File: config.mk
export PLATFORM = sky130hd
export DESIGN_NAME = led_frame_brightness_mask_top
export DESIGN_NICKNAME = d
export VERILOG_FILES = /design/src/rtl/lfbm_pkg.sv /design/src/rtl/lfbm_pix_mem.sv /design/src/rtl/led_frame_brightness_mask_top.sv
export SDC_FILE = /design/constraint.sdc
export NUM_CORES = 1
export LEC_CHECK = 0
export ABC_CLOCK_PERIOD_IN_PS = 9400
export BUFFER_PORTS_ARGS = -buffer_cell sky130_fd_sc_hd__buf_2
export CAP_MARGIN = 20
export CORE_UTILIZATION = 55
export DETAILED_ROUTE_END_ITERATION = 16
export PLACE_DENSITY = 0.68
export SETUP_SLACK_MARGIN = 0.1
export SLEW_MARGIN = 20
export SYNTH_ARGS = -nofsm -noshare
export SYNTH_HDL_FRONTEND = slang
export SYNTH_SLANG_ARGS = --single-unit
File: constraint.sdc
create_clock -name clock -period 9.4 [get_ports clock]
set_clock_uncertainty 0.15 [all_clocks]
set_input_delay 1.88 -clock clock [delete_from_list [all_inputs] [get_ports clock]]
set_output_delay 1.88 -clock clock [all_outputs]
set_load 0.03 [all_outputs]
File: src/rtl/lfbm_pkg.sv
// Shared types, constants and ROM tables for the LED frame brightness/mask block.
// No dependencies; imported by lfbm_pix_mem and led_frame_brightness_mask_top.
package lfbm_pkg;

   localparam int NUM_LEDS      = 18;
   localparam int NUM_MASKS     = 10;
   localparam int ROM_PIXELS    = 18;
   localparam int ROM_MASK_ROWS = 10;

   localparam int IDX_W   = (NUM_LEDS > 1) ? $clog2(NUM_LEDS) : 1;
   localparam int CMP_W   = 8;
   localparam int COLOR_W = 24;

   localparam logic [COLOR_W-1:0] WHITE        = 24'hFFFFFF;
   localparam logic [7:0]         BRIGHT_RESET = 8'd10;
   localparam logic [7:0]         BRIGHT_STEP  = 8'd10;
   localparam logic [7:0]         BRIGHT_MAX   = 8'd255;
   localparam logic [7:0]         BRIGHT_FLOOR = 8'd2;
   localparam logic [3:0]         MASK_RESET   = 4'd1;

   typedef enum logic [2:0] {
      CMD_SET_PIXEL   = 3'd0,
      CMD_SET_ALL     = 3'd1,
      CMD_BRIGHT_UP   = 3'd2,
      CMD_BRIGHT_DOWN = 3'd3,
      CMD_SET_MASK    = 3'd4,
      CMD_LOAD_PRESET = 3'd5
   } cmd_type;

   typedef struct packed {
      logic                 en;
      logic [IDX_W-1:0]     addr;
      logic [COLOR_W-1:0]   data;
   } mem_wr_type;

   // Mask rows, pixel 0 in the leftmost (most significant) bit.
   localparam logic [ROM_PIXELS-1:0] MASK_ROM [ROM_MASK_ROWS] = '{
      18'b111111111111111111,
      18'b111101111111101111,
      18'b000111000000111000,
      18'b010101000010101000,
      18'b000101010000101010,
      18'b101010101101010101,
      18'b011110100110011001,
      18'b010010111010010111,
      18'b111101101111101101,
      18'b101101111101101111
   };

   // Preset pattern, pixel 0 first.
   localparam logic [COLOR_W-1:0] PRESET_ROM [ROM_PIXELS] = '{
      24'hA652AF, 24'h000000, 24'h5F79FF, 24'hF16B74, 24'h000000, 24'h21BCE5,
      24'hF9AA67, 24'hF3EB48, 24'h97E062, 24'hA652AF, 24'h000000, 24'h5F79FF,
      24'hF16B74, 24'h000000, 24'h21BCE5, 24'hF9AA67, 24'hF3EB48, 24'h97E062
   };

   // Rows without a pattern and pixels beyond the ROM are off.
   function automatic logic mask_bit(logic [3:0] m, logic [IDX_W-1:0] i);
      logic on;
      on = 1'b0;
      if (int'(m) < ROM_MASK_ROWS && int'(i) < ROM_PIXELS) begin
         on = MASK_ROM[int'(m)][ROM_PIXELS-1-int'(i)];
      end
      return on;
   endfunction

   // Pixels beyond the ROM are black.
   function automatic logic [COLOR_W-1:0] preset_color(logic [IDX_W-1:0] i);
      logic [COLOR_W-1:0] c;
      c = '0;
      if (int'(i) < ROM_PIXELS) begin
         c = PRESET_ROM[int'(i)];
      end
      return c;
   endfunction

   // floor(p / 255) for any 16-bit product of two bytes
   function automatic logic [7:0] div255(logic [15:0] p);
      logic [16:0] s;
      s = 17'(p) + 17'(p[15:8]) + 17'd1;
      return s[15:8];
   endfunction

endpackage

File: src/rtl/lfbm_pix_mem.sv
// Pixel color store: synchronous RAM, one write and one registered read port.
// Per-entry valid bits make unwritten entries read as white. Uses lfbm_pkg.
module lfbm_pix_mem import lfbm_pkg::*; (
   input  logic                 clock,
   input  logic                 reset,
   input  mem_wr_type           wr,
   input  logic                 rd_en,
   input  logic [IDX_W-1:0]     rd_addr,
   output logic [COLOR_W-1:0]   rd_data
);

   logic [COLOR_W-1:0]  mem [NUM_LEDS];
   logic [NUM_LEDS-1:0] known_ff;
   logic [COLOR_W-1:0]  raw_ff;
   logic                raw_known_ff;

   always_ff @(posedge clock) begin
      if (wr.en) begin
         mem[wr.addr] <= wr.data;
      end
      if (rd_en) begin
         raw_ff <= mem[rd_addr];
      end
   end

   always_ff @(posedge clock) begin
      if (reset) begin
         known_ff     <= '0;
         raw_known_ff <= 1'b0;
      end else begin
         if (wr.en) begin
            known_ff[wr.addr] <= 1'b1;
         end
         if (rd_en) begin
            raw_known_ff <= known_ff[rd_addr];
         end
      end
   end

   assign rd_data = raw_known_ff ? raw_ff : WHITE;

endmodule

File: src/rtl/led_frame_brightness_mask_top.sv
// LED frame controller: 18 RGB pixels, global brightness, ROM pixel masks.
// Pipeline: a command's pixel words pass the RAM read, product and output registers.
// Throughput: 18 pixel words per known command, one per cycle unless rsp_tready stalls
// the output; next command is taken once the last word of the frame is delivered.
// Rate is set by the 18-word frame sweep plus the three-stage pipe fill.
// Reset (synchronous, active high): pixels white, brightness 10, mask 1.
module led_frame_brightness_mask_top import lfbm_pkg::*; (
   input  logic        clock,
   input  logic        reset,
   // req_tdata: cmd[2:0], pixel_index[7:3], color[31:8], mask_sel[35:32], zero pad
   input  logic        req_tvalid,
   output logic        req_tready,
   input  logic [39:0] req_tdata,
   // rsp_tdata: led_index[4:0], led_color[28:5], zero pad
   output logic        rsp_tvalid,
   input  logic        rsp_tready,
   output logic [31:0] rsp_tdata,
   output logic        rsp_tlast
);

   // Command fields
   logic [2:0]         req_cmd;
   logic [4:0]         req_pix;
   logic [23:0]        req_color;
   logic [3:0]         req_sel;
   logic               req_fire;
   logic               req_known;

   assign req_cmd   = req_tdata[2:0];
   assign req_pix   = req_tdata[7:3];
   assign req_color = req_tdata[31:8];
   assign req_sel   = req_tdata[35:32];
   assign req_fire  = req_tvalid && req_tready;
   assign req_known = (req_cmd <= CMD_LOAD_PRESET);

   // Control and global state
   logic               busy_ff,   busy_in;
   cmd_type            cmd_ff;
   logic [4:0]         pix_ff;
   logic [COLOR_W-1:0] color_ff;
   logic               masked_ff;
   logic [7:0]         bright_ff, bright_in;
   logic [3:0]         mask_ff,   mask_in;

   // Sweep issue counter
   logic [IDX_W-1:0]   cnt_ff;
   logic               issue_ff;

   // Stage 1: RAM read data; stage 2: channel products; output register
   logic               s1_valid_ff;
   logic [IDX_W-1:0]   s1_idx_ff;
   logic               s2_valid_ff;
   logic [IDX_W-1:0]   s2_idx_ff;
   logic               s2_on_ff;
   logic [15:0]        s2_prod_r_ff, s2_prod_g_ff, s2_prod_b_ff;
   logic               out_valid_ff;
   logic [4:0]         out_idx_ff;
   logic [COLOR_W-1:0] out_color_ff;
   logic               out_last_ff;

   logic               advance;
   logic               rd_en;
   logic [COLOR_W-1:0] rd_data;
   logic [COLOR_W-1:0] s1_color;
   logic               s1_write;
   logic               s1_on;
   mem_wr_type         mem_wr;
   logic [COLOR_W-1:0] scaled;
   logic               rsp_fire;

   assign req_tready = !busy_ff;
   assign advance    = !out_valid_ff || rsp_tready;
   assign rd_en      = advance && issue_ff;
   assign rsp_fire   = rsp_tvalid && rsp_tready;

   // Brightness and mask updates happen at accept, ahead of the sweep
   always_comb begin
      bright_in = bright_ff;
      mask_in   = mask_ff;
      if (req_fire) begin
         unique case (cmd_type'(req_cmd))
            CMD_BRIGHT_UP: begin
               if (9'(bright_ff) + 9'(BRIGHT_STEP) > 9'(BRIGHT_MAX)) begin
                  bright_in = BRIGHT_MAX;
               end else begin
                  bright_in = bright_ff + BRIGHT_STEP;
               end
            end
            CMD_BRIGHT_DOWN: begin
               if (bright_ff <= BRIGHT_STEP + 8'd1) begin
                  bright_in = BRIGHT_FLOOR;
               end else begin
                  bright_in = bright_ff - BRIGHT_STEP;
               end
            end
            CMD_SET_MASK, CMD_LOAD_PRESET: begin
               if (int'(req_sel) < NUM_MASKS) begin
                  mask_in = req_sel;
               end
            end
            default: begin
            end
         endcase
      end
   end

   // Busy from accept of a real command to delivery of its last pixel
   always_comb begin
      busy_in = busy_ff;
      if (rsp_fire && rsp_tlast) begin
         busy_in = 1'b0;
      end
      if (req_fire && req_known) begin
         busy_in = 1'b1;
      end
   end

   always_ff @(posedge clock) begin
      if (reset) begin
         busy_ff   <= 1'b0;
         bright_ff <= BRIGHT_RESET;
         mask_ff   <= MASK_RESET;
         issue_ff  <= 1'b0;
         cnt_ff    <= '0;
      end else begin
         busy_ff   <= busy_in;
         bright_ff <= bright_in;
         mask_ff   <= mask_in;
         if (req_fire && req_known) begin
            issue_ff <= 1'b1;
            cnt_ff   <= '0;
         end else if (rd_en) begin
            if (int'(cnt_ff) == NUM_LEDS - 1) begin
               issue_ff <= 1'b0;
            end else begin
               cnt_ff <= cnt_ff + IDX_W'(1);
            end
         end
      end
   end

   always_ff @(posedge clock) begin
      if (req_fire) begin
         cmd_ff    <= cmd_type'(req_cmd);
         pix_ff    <= req_pix;
         color_ff  <= req_color;
         masked_ff <= !(cmd_type'(req_cmd) == CMD_SET_PIXEL ||
                        cmd_type'(req_cmd) == CMD_SET_ALL);
      end
   end

   lfbm_pix_mem u_mem (
      .clock   (clock),
      .reset   (reset),
      .wr      (mem_wr),
      .rd_en   (rd_en),
      .rd_addr (cnt_ff),
      .rd_data (rd_data)
   );

   // Stage 1: new pixel value, write back, mask lookup
   always_comb begin
      s1_color = rd_data;
      s1_write = 1'b0;
      unique case (cmd_ff)
         CMD_SET_PIXEL: begin
            if (CMP_W'(pix_ff) == CMP_W'(s1_idx_ff)) begin
               s1_color = color_ff;
               s1_write = 1'b1;
            end
         end
         CMD_SET_ALL: begin
            s1_color = color_ff;
            s1_write = 1'b1;
         end
         CMD_LOAD_PRESET: begin
            s1_color = preset_color(s1_idx_ff);
            s1_write = 1'b1;
         end
         default: begin
         end
      endcase
      s1_on       = !masked_ff || mask_bit(mask_ff, s1_idx_ff);
      mem_wr.en   = advance && s1_valid_ff && s1_write;
      mem_wr.addr = s1_idx_ff;
      mem_wr.data = s1_color;
   end

   // Pipeline valids; whole pipe holds while the output word is stalled
   always_ff @(posedge clock) begin
      if (reset) begin
         s1_valid_ff  <= 1'b0;
         s2_valid_ff  <= 1'b0;
         out_valid_ff <= 1'b0;
      end else if (advance) begin
         s1_valid_ff  <= issue_ff;
         s2_valid_ff  <= s1_valid_ff;
         out_valid_ff <= s2_valid_ff;
      end
   end

   assign scaled = {div255(s2_prod_r_ff), div255(s2_prod_g_ff), div255(s2_prod_b_ff)};

   always_ff @(posedge clock) begin
      if (advance) begin
         s1_idx_ff    <= cnt_ff;
         s2_idx_ff    <= s1_idx_ff;
         s2_on_ff     <= s1_on;
         s2_prod_r_ff <= s1_color[23:16] * bright_ff;
         s2_prod_g_ff <= s1_color[15:8]  * bright_ff;
         s2_prod_b_ff <= s1_color[7:0]   * bright_ff;
         out_idx_ff   <= 5'(s2_idx_ff);
         out_color_ff <= s2_on_ff ? scaled : '0;
         out_last_ff  <= (int'(s2_idx_ff) == NUM_LEDS - 1);
      end
   end

   assign rsp_tvalid = out_valid_ff;
   assign rsp_tdata  = {3'b000, out_color_ff, out_idx_ff};
   assign rsp_tlast  = out_last_ff;

endmodule
==> summary.md, run 1 <==
| Metric | Value |
|---|---|
| Leak pwr | 13.0 nW |
| Total Routing Usage GR | 25.5% |
| Initial antenna violation count | 0 |
| Core Util, Final | 62.1% |
| Worst R2R Start | s1_idx_ff[1]$_DFFE_PN_ |
| Clock Tree Root | clkbuf_16 |
| Worst slew pin tran | 1240 ps |
| Antenna cell count | 0 |
| WS Path Type | reg -> reg |
| RSZ-0062 raised after global routing | false |
| CTS buffer count | 66 |
| Sequential area share after synthesis | 57.0% |
| Ports | 79 |
| DR iter-0 viols | 1,632 |
| Startpoint Class | flop |
| Worst hold path cell count | 0 |
| Final HPWL DP | 44,700 um |
| Rel. slew slack | 17.1% |
| DRT antenna net count | 0 |
| FF+latch count, synth | 619 |
| Max frequency | 0.128 GHz |
| Hold Crit Start | s2_idx_ff[4]$_DFFE_PN_ |
| DP Worst Slack | 1740 ps |
| Chip Width | 243 um |
| DRT Wirelength | 73,000 um |
| Number of remaining DRC errors | 0 |
| EDFF count, synth | 578 |
| Clock slew at the register clock pins of the worst setup and hold paths | 60 ps |
| Cell Pwr Density | 212 nW/um^2 |
| Status | finished, final reports clean |
| End point of the worst hold path | out_idx_ff[4]$_DFFE_PN_ |
| Clock sinks | 619 |
| Period minus WS final | 7790 ps |
| CP arrival | 7970 ps |
| Cell area after synthesis | 31,900 um^2 |
| Core region area | 56,800 um^2 |
| Hold Buf Count CTS | 0 |
| Post-Syn Instances | 2,247 |
| Final hold violation count | 0 |
| Pin count of the biggest net entering global routing | 97 |
| Area grow syn2layout | 10.8% |
| Syn Area/Cell | 14.2 um^2 |
| DR pass1 iterations | 6 |
| Global-route wire length before repair | 114,000 um |
| Vias/cell | 6.05 |
| Min Hold Slack | 290 ps |
| R2R Setup Slk | 1610 ps |
| Setup-failing EPs final | 0 |
| Post-synthesis cell type count | 81 |
| Total of max-cap violations | 0 |
| I/O Buffers | 71 |
| Max FO, Critical Path | 27 |
| Wire per inst | 23.2 um |
| Setup_tns | 0 ps |
| VDD IR max | 0.162 mV |
| Hold/Removal Path Class | reg -> reg |
| Crit path capture type | flop |
| Commonest non-fill, non-tap cell in the layout | edfxtp_1 |
| Row count | 87 |
| Via count | 19.0k |
| Max Transition Viols Final | 0 |
| Worst Slack Setup Final | 1610 ps |
| Die area | 58,900 um^2 |
| Leading cell types in the layout, fill and taps excluded | edfxtp_1, inv_1, nor2_1 |
| Initial core utilization | 56.1% |
| Vias in the first global route | 19.3k |
| Die Y | 243 um |
| TritonCTS clock tree | yes |
| Reg2reg path depth | 22 |
| Global route overflow | 0 |
| Final nets | 2,634 |
| # resized after CTS | 0 |
| Yosys warns | 0 |
| Tcrit/Tclk final | 82.8% |
| Clk Latency, worst-skew pair | 610 ps |
| WP data required | 9590 ps |
| Post-CTS setup buffers | 0 |
| Final GP Congestion | 0.871 |
| H-tree depth | 3 |
| Top_reg_cell synth | edfxtp_1 |
| CTS max path bufs | 3 |
| Synth async-reset ratio | 0% |
| Layout cells sized above 1 | 16.3% |
| Worst r2r dst | s2_prod_b_ff[15]$_DFFE_PN_ |
-- worst max path at each step --
| stage | from | end | cells after the start |
|---|---|---|---|
| 2_1_floorplan | s1_idx_ff[1]$_DFFE_PN_ | s2_prod_r_ff[14]$_DFFE_PN_ | 24 |
| 3_3_place_gp | s1_idx_ff[1]$_DFFE_PN_ | s2_prod_r_ff[15]$_DFFE_PN_ | 22 |
| 3_5_place_dp | s1_idx_ff[1]$_DFFE_PN_ | s2_prod_b_ff[15]$_DFFE_PN_ | 22 |
| 4_1_cts | s1_idx_ff[1]$_DFFE_PN_ | s2_prod_b_ff[15]$_DFFE_PN_ | 22 |
| 5_1_grt | s1_idx_ff[1]$_DFFE_PN_ | s2_prod_b_ff[15]$_DFFE_PN_ | 22 |
| 6_report | s1_idx_ff[1]$_DFFE_PN_ | s2_prod_b_ff[15]$_DFFE_PN_ | 22 |
-- sequential cells by signal, summed over array words and instances, names as in the netlist, 3 cells and up --
signal	cells
s2_prod_b_ff	16
out_color_ff	24
s1_idx_ff	5
out_idx_ff	5
pix_ff	5
s2_idx_ff	5
u_mem.known_ff	18
mask_ff	4
cmd_ff	3
bright_ff	8
u_mem.raw_ff	24
color_ff	24
s2_prod_r_ff	16
u_mem.mem	432
s2_prod_g_ff	16
cnt_ff	5
-- cell type report --
type | count | area [um^2]
sequential | 619 | 18200
fill | 4199 | 21500
tap | 756 | 946
clock inverter | 41 | 415
inverter | 193 | 726
timing repair buffer | 121 | 743
clock buffer | 78 | 1710
multi-input combinational | 1333 | 12600
-- cells in the mapped netlist (46+ instances only) --
master,instances,area share [%]
a21oi_1,87,1.4
and2_1,103,2.0
clkbuf_1,59,0.69
edfxtp_1,578,54
fa_1,108,6.8
ha_1,148,5.8
inv_1,183,2.2
mux4_2,125,8.8
nand2_1,103,1.2
nand2b_1,54,1.1
nor2_1,168,2.0
nor2b_1,46,0.90
o21ai_0,52,0.82
-- logic make-up (layout without fill, tap and decap cells) --
logic type               Yosys count  in the layout  synth area share [%]
adder cells (fa/ha/maj)          256            256                  12.6
AO/OA/AOI/OAI                    292            292                  6.34
multiplexers                     162            162                  10.0
flip-flops                       619            619                  57.0
AND/OR/NAND/NOR                  568            568                  8.92
other                              1              3                0.0118
buffers and inverters            297            433                  3.68
XOR/XNOR                          52             52                  1.43
-- worst max-delay path, stage by stage (launching register included) --
cell and delay [ps]:
edfxtp_1 790, inv_1 400, ha_1 240, nand2b_1 80, a211oi_1 650, nand2_1 220, a21oi_1 180, a221o_1 860
nand2_1 190, fa_1 450, inv_1 70, fa_1 400, inv_1 90, fa_1 400, fa_1 480, inv_1 40
ha_1 310, o21a_1 200, o31a_1 130, o31ai_1 400, a2111oi_0 230, o41ai_1 390, xnor2_1 120
-- through the flow --
| stage | power (mW) | cells | cell area (um^2) |
|---|---|---|---|
| 2_1_floorplan | 4.58 | 2249 | 31900 |
| 3_3_place_gp | 4.94 | 3022 | 33200 |
| 3_5_place_dp | 4.99 | 3022 | 33200 |
| 4_1_cts | 7.53 | 3141 | 35300 |
| 5_1_grt | 7.86 | 3141 | 35300 |
| 6_report | 7.47 | 3141 | 35300 |
-- metal layers --
metal / track usage [%] / share of wire (%) / vias up
li1: - / - / 8453
met1: 36.6 / 42 / 9666
met2: 40.2 / 47 / 738
met3: 3.45 / 7.2 / 132
met4: 9.58 / 3.2 / 0
met5: 0 / 0 / -
-- report_power, final --
part           leakage (nW)  internal (mW)  switching, mW
Combinational          6.22          0.655          0.913
Sequential             5.70           3.25          0.113
Clock                  1.03           1.46           1.08
Total                  13.0           5.36           2.11
Power figures use the tool's default switching activity.
==> inputs of run 2 (changes only) <==
--- a/config.mk
+++ b/config.mk
@@ -5,7 +5,7 @@
 export SDC_FILE = /design/constraint.sdc
 export NUM_CORES = 1
 export LEC_CHECK = 0
-export ABC_CLOCK_PERIOD_IN_PS = 9400
+export ABC_CLOCK_PERIOD_IN_PS = 7750
 export BUFFER_PORTS_ARGS = -buffer_cell sky130_fd_sc_hd__buf_2
 export CAP_MARGIN = 20
 export CORE_UTILIZATION = 55
==> constraint.sdc (replaced) <==
create_clock -name clock -period 7.75 [get_ports clock]
set_clock_uncertainty 0.15 [all_clocks]
set_input_delay 1.55 -clock clock [delete_from_list [all_inputs] [get_ports clock]]
set_output_delay 1.55 -clock clock [all_outputs]
set_load 0.03 [all_outputs]
==> summary.md, run 2 (synthesis results as in run 1) <==
| Metric | Value |
|---|---|
| I/O Buffers | 71 |
| Via count | 19.0k |
| Ports | 79 |
| Worst Slack Setup Final | 620 ps |
| Die Y | 243 um |
| Cell Pwr Density | 254 nW/um^2 |
| CTS max path bufs | 3 |
| Rel. slew slack | 32.9% |
| Hold/Removal Path Class | reg -> reg |
| DRT antenna net count | 0 |
| Final hold violation count | 0 |
| Crit path capture type | flop |
| Final Power | 8.99 mW |
| Delay-heaviest family, CP | adder cells |
| Max FO, Critical Path | 21 |
| VDD IR max | 0.204 mV |
| Area grow syn2layout | 11.0% |
| # resized after CTS | 0 |
| Top cell by count, worst path | fa_1 |
| Worst slew pin tran | 1010 ps |
| Finished Layout Cells | 3,161 |
| Period minus WS final | 7130 ps |
| Leak pwr | 13.0 nW |
| Core Util, Final | 62.3% |
| Buf/Inv on CP | 3 |
| Placed cells | 3,041 |
| Crit path cell chain | ha_1, nor3_1, a2111o_1, a21oi_1, a221o_1, buf_4, and2_1, fa_1, fa_1, fa_1, inv_1, fa_1, inv_1, ha_1, or2_1, or3_1, a41o_1, o41a_1, xor2_1 |
| Vias in the first global route | 19.0k |
| Sequential cell area | 18,200 um^2 |
| Layout cells sized above 1 | 16.9% |
| Clock slew at the register clock pins of the worst setup and hold paths | 60 ps |
| Total of max-cap violations | 0 |
| Wire per inst | 23.3 um |
| Leading cell types in the layout, fill and taps excluded | edfxtp_1, inv_1, nor2_1 |
| Chip Width | 243 um |
| Number of remaining DRC errors | 0 |
| Clock Tree Root | clkbuf_16 |
| Post-CTS setup buffers | 0 |
| Hold Buf Count CTS | 0 |
| WS Path Type | reg -> reg |
| Multi-input gate area | 12,600 um^2 |
| Initial core utilization | 56.1% |
| WP data required | 7970 ps |
| Vias/cell | 6.01 |
| Switch share | 28.7% |
| Pint | 6.41 mW |
| Total Routing Usage GR | 25.5% |
| Top reg by flops | u_mem.mem |
| Commonest non-fill, non-tap cell in the layout | edfxtp_1 |
| Clk Latency, worst-skew pair | 620 ps |
| Pin count of the biggest net entering global routing | 91 |
| TritonCTS clock tree | yes |
| DR iter-0 viols | 1,934 |
| Min Hold Slack | 287 ps |
| DRT Wirelength | 73,600 um |
| Clock sinks | 619 |
| Final nets | 2,653 |
| FILL cells | 4,245 |
| Global route overflow | 0 |
| Row count | 87 |
| Core region area | 56,800 um^2 |
| DP Worst Slack | 671 ps |
| Final HPWL DP | 45,400 um |
| Die area | 58,900 um^2 |
| Max Transition Viols Final | 0 |
| Clock network power share | 33.2% |
| Final GP Congestion | 0.878 |
| Net Sw Power | 2.58 mW |
| DR pass1 iterations | 6 |
| Initial antenna violation count | 1 |
| Comb power frac | 21.5% |
| Worst path slowest cell | edfxtp_1 |
| Global-route wire length before repair | 113,000 um |
| Startpoint Class | flop |
| CP arrival | 7350 ps |
| Tcrit/Tclk final | 92.0% |
| RSZ-0062 raised after global routing | false |
| Max FFs per register | 432 |
| Max frequency | 0.140 GHz |
| Setup_tns | 0 ps |
| Status | finished, final reports clean |
| Reg power frac | 45.3% |
| H-tree depth | 3 |
| Worst path max stage delay | 580 ps |
| CTS buffer count | 66 |
| Placed cell area | 33,300 um^2 |
| Setup-failing EPs final | 0 |
| Finished Cell Area | 35,400 um^2 |
[run 2: routing by layer]
metal	wire length, um	track usage, %	up-vias	part of all wire (%)
met4	2360	9.51	0	3.2
met2	34700	39.9	702	47
met1	31000	35.9	9702	42
li1	-	-	8489	-
met5	0	0	-	0
met3	5600	4.60	119	7.6
[run 2: worst paths after layout]
path                     startpoint                          to  slack, ps  cells after the start
max          s1_idx_ff[1]$_DFFE_PN_  s2_prod_r_ff[14]$_DFFE_PN_        620                     19
min reg2reg  s2_idx_ff[4]$_DFFE_PN_     out_idx_ff[4]$_DFFE_PN_        290                      0
max reg2reg  s1_idx_ff[1]$_DFFE_PN_  s2_prod_r_ff[14]$_DFFE_PN_        620                     19
min          s2_idx_ff[4]$_DFFE_PN_     out_idx_ff[4]$_DFFE_PN_        290                      0
[run 2: power groups by stage]
stage | Sequential [mW] | Clock, mW | Combinational, mW
floorplan | 4.17 | 0 | 1.39
global placement | 4.14 | 0 | 1.88
detailed placement | 4.14 | 0 | 1.93
CTS | 4.07 | 3.03 | 1.95
global route | 4.09 | 3.16 | 2.18
finish | 4.07 | 2.98 | 1.93
[run 2: area by class of cell]
type / instances / area share, %
antenna: 1 / 0.00707
clock buffer: 81 / 4.83
clock inverter: 38 / 0.951
inverter: 193 / 2.05
multi-input combinational: 1333 / 35.6
sequential: 619 / 51.4
tap: 756 / 2.67
timing repair buffer: 140 / 2.50
